--- src/hw/rtl/aclm_pkg.sv ---
package aclm_pkg;

  localparam int unsigned SampleW      = 16;
  localparam int unsigned MagW         = 17;
  localparam int unsigned SquareW      = 31;
  localparam int unsigned SquareSumW   = 43;
  localparam int unsigned MagSumW      = 28;
  localparam int unsigned LevelW       = 16;
  localparam int unsigned CountW       = 13;
  localparam int unsigned ChanW        = 5;
  localparam int unsigned ChanCfgW     = 6;
  localparam int unsigned ClipW        = 16;
  localparam int unsigned CfgIdxW      = 2;
  localparam int unsigned CfgDataW     = 16;
  localparam int unsigned RadicandW    = 44;
  localparam int unsigned RootW        = RadicandW / 2;
  localparam int unsigned SqrtRemW     = RootW + 1;
  localparam int unsigned StepW        = 6;

  localparam int unsigned MaxChannels    = 32;
  localparam int unsigned MaxFrameLength = 4096;

  localparam logic [CountW-1:0]   FrameLengthRst  = CountW'(256);
  localparam logic [ChanCfgW-1:0] ChannelCountRst = ChanCfgW'(32);
  localparam logic [ClipW-1:0]    ClipLimitRst    = ClipW'(32767);

  typedef enum logic [CfgIdxW-1:0] {
    REG_FRAME_LENGTH  = 2'd0,
    REG_CHANNEL_COUNT = 2'd1,
    REG_CLIP_LIMIT    = 2'd2
  } cfg_reg_e;

endpackage

--- src/hw/rtl/audio_channel_level_meter_core.sv ---
// A sample that does not end a channel passes through accept and accumulate.
// A channel's final sample goes through accumulate, two 43-step passes of
// the shared restoring divider, 22 square-root steps and an output load.
// The input is stalled throughout; a new word is taken once the state returns.
// Reset (rst_ni low, asynchronous): state and configuration registers back to their reset values,
// accumulators and counters cleared, no output word valid.
module audio_channel_level_meter_core (
  input  logic                                 clk_i,
  input  logic                                 rst_ni,
  input  logic                                 cfg_we_i,
  input  logic [aclm_pkg::CfgIdxW-1:0]         cfg_index_i,
  input  logic [aclm_pkg::CfgDataW-1:0]        cfg_data_i,
  input  logic                                 in_valid_i,
  output logic                                 in_stall_o,
  input  logic signed [aclm_pkg::SampleW-1:0]  sample_i,
  input  logic                                 frame_start_i,
  output logic                                 out_valid_o,
  input  logic                                 out_stall_i,
  output logic [aclm_pkg::ChanW-1:0]           chan_id_o,
  output logic [aclm_pkg::LevelW-1:0]          rms_level_o,
  output logic [aclm_pkg::LevelW-1:0]          mean_magnitude_o,
  output logic [aclm_pkg::LevelW-1:0]          peak_magnitude_o,
  output logic [aclm_pkg::CountW-1:0]          clip_count_o,
  output logic                                 last_channel_o
);

  typedef enum logic [2:0] {
    ST_IDLE,
    ST_ACCUM,
    ST_DIV,
    ST_SQRT,
    ST_DONE
  } state_e;

  state_e state_q;

  // configuration
  logic [aclm_pkg::CountW-1:0]   chan_len_q;
  logic [aclm_pkg::ChanCfgW-1:0] channel_count_q;
  logic [aclm_pkg::ClipW-1:0]    clip_limit_q;

  // accumulators
  logic [aclm_pkg::SquareSumW-1:0] square_sum_q;
  logic [aclm_pkg::MagSumW-1:0]    magnitude_sum_q;
  logic [aclm_pkg::MagW-1:0]       peak_q;
  logic [aclm_pkg::CountW-1:0]     clipped_q;
  logic [aclm_pkg::CountW-1:0]     sample_cnt_q;
  logic [aclm_pkg::ChanW-1:0]      channel_cnt_q;

  // per-word capture
  logic [aclm_pkg::MagW-1:0]    mag_q;
  logic [aclm_pkg::SquareW-1:0] square_q;
  logic                         frame_start_q;

  // result hold
  logic [aclm_pkg::ChanW-1:0]   res_chan_q;
  logic [aclm_pkg::MagW-1:0]    res_peak_q;
  logic [aclm_pkg::CountW-1:0]  res_clip_q;
  logic                         res_last_q;
  logic [aclm_pkg::LevelW-1:0]  res_mean_q;
  logic [aclm_pkg::MagSumW-1:0] div_hold_q;

  // divider / square root
  logic [aclm_pkg::SquareSumW-1:0] quo_q;
  logic [aclm_pkg::CountW-1:0]     rem_q;
  logic                            div_pass_q;
  logic [aclm_pkg::StepW-1:0]      step_q;
  logic [aclm_pkg::RadicandW-1:0]  rad_q;
  logic [aclm_pkg::RootW-1:0]      root_q;
  logic [aclm_pkg::SqrtRemW-1:0]   srem_q;

  logic                         out_valid_q;
  logic [aclm_pkg::ChanW-1:0]   out_chan_q;
  logic [aclm_pkg::LevelW-1:0]  out_rms_q;
  logic [aclm_pkg::LevelW-1:0]  out_mean_q;
  logic [aclm_pkg::LevelW-1:0]  out_peak_q;
  logic [aclm_pkg::CountW-1:0]  out_clip_q;
  logic                         out_last_q;

  logic                         in_accept;
  logic                         out_free;
  logic [aclm_pkg::MagW-1:0]    mag_d;
  logic [2*aclm_pkg::MagW-1:0]  product;
  logic [aclm_pkg::CountW-1:0]  chan_len_eff;
  logic [aclm_pkg::ChanCfgW-1:0] chan_cnt_eff;

  logic [aclm_pkg::SquareSumW-1:0] square_sum_d;
  logic [aclm_pkg::MagSumW-1:0]    magnitude_sum_d;
  logic [aclm_pkg::MagW-1:0]       peak_d;
  logic [aclm_pkg::CountW-1:0]     clipped_d;
  logic [aclm_pkg::CountW-1:0]     sample_cnt_d;
  logic [aclm_pkg::ChanW-1:0]      chan_base;
  logic                            chan_done;
  logic                            last_d;

  logic [aclm_pkg::CountW:0]       div_trial;
  logic                            div_ge;
  logic [aclm_pkg::CountW-1:0]     rem_d;
  logic [aclm_pkg::SquareSumW-1:0] quo_d;

  logic [aclm_pkg::SqrtRemW+1:0]   sqrt_cur;
  logic [aclm_pkg::SqrtRemW+1:0]   sqrt_trial;
  logic                            sqrt_ge;
  logic [aclm_pkg::SqrtRemW+1:0]   sqrt_diff;
  logic [aclm_pkg::SqrtRemW-1:0]   srem_d;
  logic [aclm_pkg::RootW-1:0]      root_d;

  assign in_stall_o = (state_q != ST_IDLE);
  assign in_accept  = in_valid_i && !in_stall_o;
  assign out_free   = !out_valid_q || !out_stall_i;

  always_comb begin
    mag_d   = sample_i[aclm_pkg::SampleW-1]
            ? aclm_pkg::MagW'(-{sample_i[aclm_pkg::SampleW-1], sample_i})
            : {1'b0, sample_i};
    product = mag_d * mag_d;
  end

  always_comb begin
    if (chan_len_q == '0) begin
      chan_len_eff = aclm_pkg::CountW'(1);
    end else if (chan_len_q > aclm_pkg::CountW'(aclm_pkg::MaxFrameLength)) begin
      chan_len_eff = aclm_pkg::CountW'(aclm_pkg::MaxFrameLength);
    end else begin
      chan_len_eff = chan_len_q;
    end
    if (channel_count_q == '0) begin
      chan_cnt_eff = aclm_pkg::ChanCfgW'(1);
    end else if (channel_count_q > aclm_pkg::ChanCfgW'(aclm_pkg::MaxChannels)) begin
      chan_cnt_eff = aclm_pkg::ChanCfgW'(aclm_pkg::MaxChannels);
    end else begin
      chan_cnt_eff = channel_count_q;
    end
  end

  // accumulate step; frame start clears before the word is added
  always_comb begin
    square_sum_d    = (frame_start_q ? '0 : square_sum_q)
                    + aclm_pkg::SquareSumW'(square_q);
    magnitude_sum_d = (frame_start_q ? '0 : magnitude_sum_q)
                    + aclm_pkg::MagSumW'(mag_q);
    peak_d          = frame_start_q ? '0 : peak_q;
    if (mag_q > peak_d) begin
      peak_d = mag_q;
    end
    clipped_d       = frame_start_q ? '0 : clipped_q;
    if (mag_q >= {1'b0, clip_limit_q}) begin
      clipped_d = clipped_d + aclm_pkg::CountW'(1);
    end
    sample_cnt_d    = (frame_start_q ? '0 : sample_cnt_q) + aclm_pkg::CountW'(1);
    chan_base       = frame_start_q ? '0 : channel_cnt_q;
    chan_done       = (sample_cnt_d >= chan_len_eff);
    last_d          = ({1'b0, chan_base} + aclm_pkg::ChanCfgW'(1)) >= chan_cnt_eff;
  end

  // restoring divider, one quotient bit per cycle
  always_comb begin
    div_trial = {rem_q, quo_q[aclm_pkg::SquareSumW-1]};
    div_ge    = (div_trial >= {1'b0, chan_len_eff});
    rem_d     = div_ge ? aclm_pkg::CountW'(div_trial - {1'b0, chan_len_eff})
                       : div_trial[aclm_pkg::CountW-1:0];
    quo_d     = {quo_q[aclm_pkg::SquareSumW-2:0], div_ge};
  end

  // digit-by-digit square root, one root bit per cycle
  always_comb begin
    sqrt_cur   = {srem_q, rad_q[aclm_pkg::RadicandW-1 -: 2]};
    sqrt_trial = {1'b0, root_q, 2'b01};
    sqrt_ge    = (sqrt_cur >= sqrt_trial);
    sqrt_diff  = sqrt_cur - sqrt_trial;
    srem_d     = sqrt_ge ? sqrt_diff[aclm_pkg::SqrtRemW-1:0]
                         : sqrt_cur[aclm_pkg::SqrtRemW-1:0];
    root_d     = {root_q[aclm_pkg::RootW-2:0], sqrt_ge};
  end

  always_ff @(posedge clk_i or negedge rst_ni) begin
    if (!rst_ni) begin
      state_q         <= ST_IDLE;
      chan_len_q      <= aclm_pkg::FrameLengthRst;
      channel_count_q <= aclm_pkg::ChannelCountRst;
      clip_limit_q    <= aclm_pkg::ClipLimitRst;
      square_sum_q    <= '0;
      magnitude_sum_q <= '0;
      peak_q          <= '0;
      clipped_q       <= '0;
      sample_cnt_q    <= '0;
      channel_cnt_q   <= '0;
      div_pass_q      <= 1'b0;
      step_q          <= '0;
      out_valid_q     <= 1'b0;
    end else begin
      if (cfg_we_i) begin
        case (cfg_index_i)
          aclm_pkg::REG_FRAME_LENGTH:  chan_len_q      <= cfg_data_i[aclm_pkg::CountW-1:0];
          aclm_pkg::REG_CHANNEL_COUNT: channel_count_q <= cfg_data_i[aclm_pkg::ChanCfgW-1:0];
          aclm_pkg::REG_CLIP_LIMIT:    clip_limit_q    <= cfg_data_i[aclm_pkg::ClipW-1:0];
          default: ;
        endcase
      end

      // in ST_DONE the output load below takes over
      if (out_valid_q && !out_stall_i && (state_q != ST_DONE)) begin
        out_valid_q <= 1'b0;
      end

      case (state_q)
        ST_IDLE: begin
          if (in_accept) begin
            mag_q         <= mag_d;
            square_q      <= product[aclm_pkg::SquareW-1:0];
            frame_start_q <= frame_start_i;
            state_q       <= ST_ACCUM;
          end
        end
        ST_ACCUM: begin
          if (chan_done) begin
            res_chan_q      <= chan_base;
            res_peak_q      <= peak_d;
            res_clip_q      <= clipped_d;
            res_last_q      <= last_d;
            div_hold_q      <= magnitude_sum_d;
            quo_q           <= square_sum_d;
            rem_q           <= '0;
            div_pass_q      <= 1'b0;
            step_q          <= '0;
            square_sum_q    <= '0;
            magnitude_sum_q <= '0;
            peak_q          <= '0;
            clipped_q       <= '0;
            sample_cnt_q    <= '0;
            channel_cnt_q   <= last_d ? '0 : chan_base + aclm_pkg::ChanW'(1);
            state_q         <= ST_DIV;
          end else begin
            square_sum_q    <= square_sum_d;
            magnitude_sum_q <= magnitude_sum_d;
            peak_q          <= peak_d;
            clipped_q       <= clipped_d;
            sample_cnt_q    <= sample_cnt_d;
            channel_cnt_q   <= chan_base;
            state_q         <= ST_IDLE;
          end
        end
        ST_DIV: begin
          if (step_q == aclm_pkg::StepW'(aclm_pkg::SquareSumW - 1)) begin
            step_q <= '0;
            rem_q  <= '0;
            if (!div_pass_q) begin
              rad_q      <= {1'b0, quo_d};
              quo_q      <= aclm_pkg::SquareSumW'(div_hold_q);
              div_pass_q <= 1'b1;
            end else begin
              res_mean_q <= quo_d[aclm_pkg::LevelW-1:0];
              srem_q     <= '0;
              root_q     <= '0;
              state_q    <= ST_SQRT;
            end
          end else begin
            quo_q  <= quo_d;
            rem_q  <= rem_d;
            step_q <= step_q + aclm_pkg::StepW'(1);
          end
        end
        ST_SQRT: begin
          srem_q <= srem_d;
          root_q <= root_d;
          rad_q  <= {rad_q[aclm_pkg::RadicandW-3:0], 2'b00};
          if (step_q == aclm_pkg::StepW'(aclm_pkg::RootW - 1)) begin
            step_q  <= '0;
            state_q <= ST_DONE;
          end else begin
            step_q <= step_q + aclm_pkg::StepW'(1);
          end
        end
        ST_DONE: begin
          if (out_free) begin
            out_valid_q <= 1'b1;
            out_chan_q  <= res_chan_q;
            out_rms_q   <= root_q[aclm_pkg::LevelW-1:0];
            out_mean_q  <= res_mean_q;
            out_peak_q  <= res_peak_q[aclm_pkg::LevelW-1:0];
            out_clip_q  <= res_clip_q;
            out_last_q  <= res_last_q;
            state_q     <= ST_IDLE;
          end
        end
        default: state_q <= ST_IDLE;
      endcase
    end
  end

  assign out_valid_o      = out_valid_q;
  assign chan_id_o        = out_chan_q;
  assign rms_level_o      = out_rms_q;
  assign mean_magnitude_o = out_mean_q;
  assign peak_magnitude_o = out_peak_q;
  assign clip_count_o     = out_clip_q;
  assign last_channel_o   = out_last_q;

endmodule

--- config.mk ---
export PLATFORM = sky130hd
export DESIGN_NAME = audio_channel_level_meter_core
export DESIGN_NICKNAME = d
export VERILOG_FILES = /design/src/hw/rtl/aclm_pkg.sv /design/src/hw/rtl/audio_channel_level_meter_core.sv
export SDC_FILE = /design/constraint.sdc
export NUM_CORES = 1
export LEC_CHECK = 0
export ABC_AREA = 1
export BUFFER_PORTS_ARGS = -buffer_cell sky130_fd_sc_hd__clkbuf_2
export CAP_MARGIN = 10
export CORE_MARGIN = 2
export CORE_UTILIZATION = 60
export CTS_BUF_LIST = sky130_fd_sc_hd__clkbuf_2
export DETAILED_ROUTE_END_ITERATION = 7
export PLACE_DENSITY = 0.82
export SETUP_SLACK_MARGIN = 0.1
export SLEW_MARGIN = 30
export SYNTH_ARGS = -nofsm -noshare
export SYNTH_HDL_FRONTEND = slang
export SYNTH_SLANG_ARGS = --single-unit
--- constraint.sdc ---
create_clock -name clk_i -period 11.8 [get_ports clk_i]
set_clock_uncertainty 0.05 [all_clocks]
set_input_delay 2.36 -clock clk_i [delete_from_list [all_inputs] [get_ports clk_i]]
set_output_delay 2.36 -clock clk_i [all_outputs]
set_load 0.01 [all_outputs]
==> flow_metrics.tcl <==
set metrics [dict create \
    synth_top_cell_area_share 0.271 \
    setup_viol 0 \
    critPathArrivalTime_ns 9.37 \
    first_iter_violations 2489 \
    clockBufferDepth 3 \
    synthCells 4607 \
    report.final.slew_viol_count 0 \
    final_hold_viol_count 0 \
    ir_worst_vdd_mv 0.335 \
    ant_nets 0 \
    drc 0 \
    min_period_over_period 0.712 \
    cts_tree "yes" \
    cts_num_sinks 503 \
    synth_edf_count 338 \
    grt_usage 0.297 \
    rows 91 \
    p_clk_frac 0.116 \
    cts_hold_buf 0 \
    ys_ff_latch 503 \
    synth_most_common_cell "nand2_1" \
    status "finished, final reports clean" \
    seq_area_frac_synth 0.382 \
    die_area_mm2 0.0644 \
    rsz0062_at_grt "no" \
    p_int_mw 5.45 \
    synth_area_mm2 0.0374 \
    via_per_inst 5.36 \
    antenna_found_initial 2 \
    via_count 30755 \
    power.density_mw_per_mm2 273 \
    wl_um 92400 \
    min_path_type "flop to flop" \
    cts.htree.levels 4 \
    fp.dieW_um 254 \
    cp_max_fo 14 \
    p_leak_nw 20.3 \
    async_flop_share 0.328 \
    hpwl_um 70300 \
    synth_common_cells "1321 x nand2_1, 818 x inv_1, 431 x nor2_1" \
    grt_max_degree 71 \
    grt_overflow_total 0 \
    r2r_slack_ns 6.75 \
    clk_latency_ns 1.33 \
    grt_pass1_vias 30464 \
    grt_pass1_wl_um 151000 \
    crit_path_start_kind "input port" \
    core_area_mm2 0.0617 \
    crit_type "input port to flop" \
    io_pins 109 \
    gp_congestion 0.981 \
    worstPathRequired_ns 12.76 \
    reg2regPathDepth 19 \
    finalSetupTns_ns 0 \
    place_ws_ns 2.25 \
    postCtsSetupBuffers 0 \
    max_cap_violations 0 \
    yosysWarnings 0 \
    root_buffer "clkbuf_2" \
    ctsResizeCount 0 \
    die_h_um 254 \
    nets 5275 \
    switching_share 0.502 \
    drive_above_1_share 0.0961 \
    synth_top_cell_by_area "edfxtp_1" \
    synth_area_leaders "edfxtp_1 27%, nand2_1 13%, fa_1 10%" \
    min_period_ns 8.40 \
    area_growth_pct 7.12 \
    p_comb_frac 0.629 \
    first_pass_iters 7 \
    io_buffers 108 \
    power.switching_mw 5.50 \
    max_slew_margin 0.364 \
    synth_cell_types 62 \
    nFillCells 5245 \
    clk_pin_slew_ns 0.10 \
    fmax_mhz 119 \
    power_mw 10.9 \
    end_kind "flop" \
    initial_utilization 0.607 \
    final.setup.worst_slack_ns 3.40 \
    whs_path_depth 0 \
    numCtsBuffers 130 \
    worst_pin_slew_ns 0.954 \
    wl_per_cell_um 16.1 \
    syn_avg_cell_area_um2 8.13 \
    synth_top_flop_cell "edfxtp_1" \
    seq_power_share 0.255 \
]
==> critical path: stages <==
cell and delay [ns]:
clkbuf_2 0.16, inv_2 0.24, ha_1 0.25, nand3_2 0.11
inv_2 0.08, nand3_2 0.08, nor2_2 0.12, nand2_1 0.07
nand2_2 0.09, xor2_2 0.74, nand2_1 0.27, fa_1 0.58
inv_1 0.05, fa_1 0.47, fa_1 0.53, fa_1 0.53
fa_1 0.54, inv_1 0.05, fa_1 0.52, inv_1 0.04
ha_1 0.36, a21oi_1 0.27, o21ai_0 0.19, a21oi_1 0.24
nor2_1 0.05, nand3b_1 0.18, nand3_1 0.09, nand2_1 0.07
==> area by class of cell <==
class | instances | area [µm²] | area share
multi-input combinational | 3201 | 19700 | 0.490
sequential | 503 | 14300 | 0.357
inverter | 838 | 3150 | 0.0784
tap | 837 | 1050 | 0.0261
clock buffer | 195 | 976 | 0.0243
timing repair buffer | 129 | 704 | 0.0176
clock inverter | 36 | 279 | 0.00696
antenna | 1 | 2.50 | 0.0000624
==> kinds of logic after synthesis <==
family | Yosys count | synth area share
simple gates | 2262 | 0.256
flops | 503 | 0.382
other cells | 2 | 0.000201
xor+xnor | 103 | 0.0245
compound gates | 369 | 0.0554
fa+ha+maj | 432 | 0.183
buf+inv | 936 | 0.0985
==> per-layer routing <==
metal,up-vias,global-route usage,wire [µm]
met4,2,0.124,3370
li1,14954,-,-
met5,-,0,11
met1,14348,0.384,38100
met3,244,0.0614,7550
met2,1207,0.488,43400
==> power by group through the flow <==
stage	clock, mW	sequential, mW	combinational, mW
finish	1.27	2.79	6.89
global route	1.39	2.82	7.79
global placement	0	2.81	6.64
detailed placement	0	2.82	6.75
floorplan	0	2.75	5.07
CTS	1.31	2.79	6.81
==> stage by stage <==
step | utilization | cells | hold slack [ns] | area (µm²)
6_report | 0.650 | 5740 | 0.359 | 40100
5_1_grt | 0.650 | 5740 | 0.363 | 40100
4_1_cts | 0.650 | 5739 | 0.358 | 40100
3_5_place_dp | 0.629 | 5508 | 0.355 | 38800
3_3_place_gp | 0.629 | 5508 | 0.352 | 38800
2_1_floorplan | - | 4640 | 0.350 | 37600
==> cell usage in the layout, fill, tap and decap left out, types with 6 or more instances in the layout <==
cell type     n
nand3_2      13
nor2_2       19
o21bai_1      9
nand3b_1     18
nand3_1     265
o22ai_1      22
inv_1       817
a21o_1        9
o21a_1        7
clkinv_2      7
xnor2_1      29
nand2_1    1321
fa_1        195
nor2_4       10
o211ai_1      7
nor3_2        9
conb_1       35
a22oi_1      16
nand4_1      61
o21ai_1       8
xor2_1       72
inv_2        20
ha_1        237
and2_1       44
clkinv_1     19
a21oi_1     115
nor2_1      428
or2_2         6
nand2_2       8
nor3_1       37
dfrtp_1     148
clkbuf_2    302
buf_4        21
edfxtp_1    338
dfstp_2      17
o21ai_0     154
==> state kept, by name (all words and copies together), names as in the netlist, 22 cells and up <==
| signal | flops |
|---|---|
| srem_q | 23 |
| square_sum_q | 43 |
| quo_q | 43 |
| rad_q | 44 |
| magnitude_sum_q | 28 |
| square_q | 29 |
| root_q | 22 |
| div_hold_q | 28 |
==> path summary, 6_finish.rpt <==
kind / start / endpoint
setup / recovery: sample_i[0] / square_q[30]
hold / removal: res_peak_q[14] / peak_magnitude_o[14]
setup reg to reg: frame_start_q / square_sum_q[22]
hold reg to reg: res_peak_q[14] / peak_magnitude_o[14]
max in group asynchronous: rst_ni / square_sum_q[19]
min in group asynchronous: rst_ni / peak_q[0]
(Power assumes the default switching activity.)
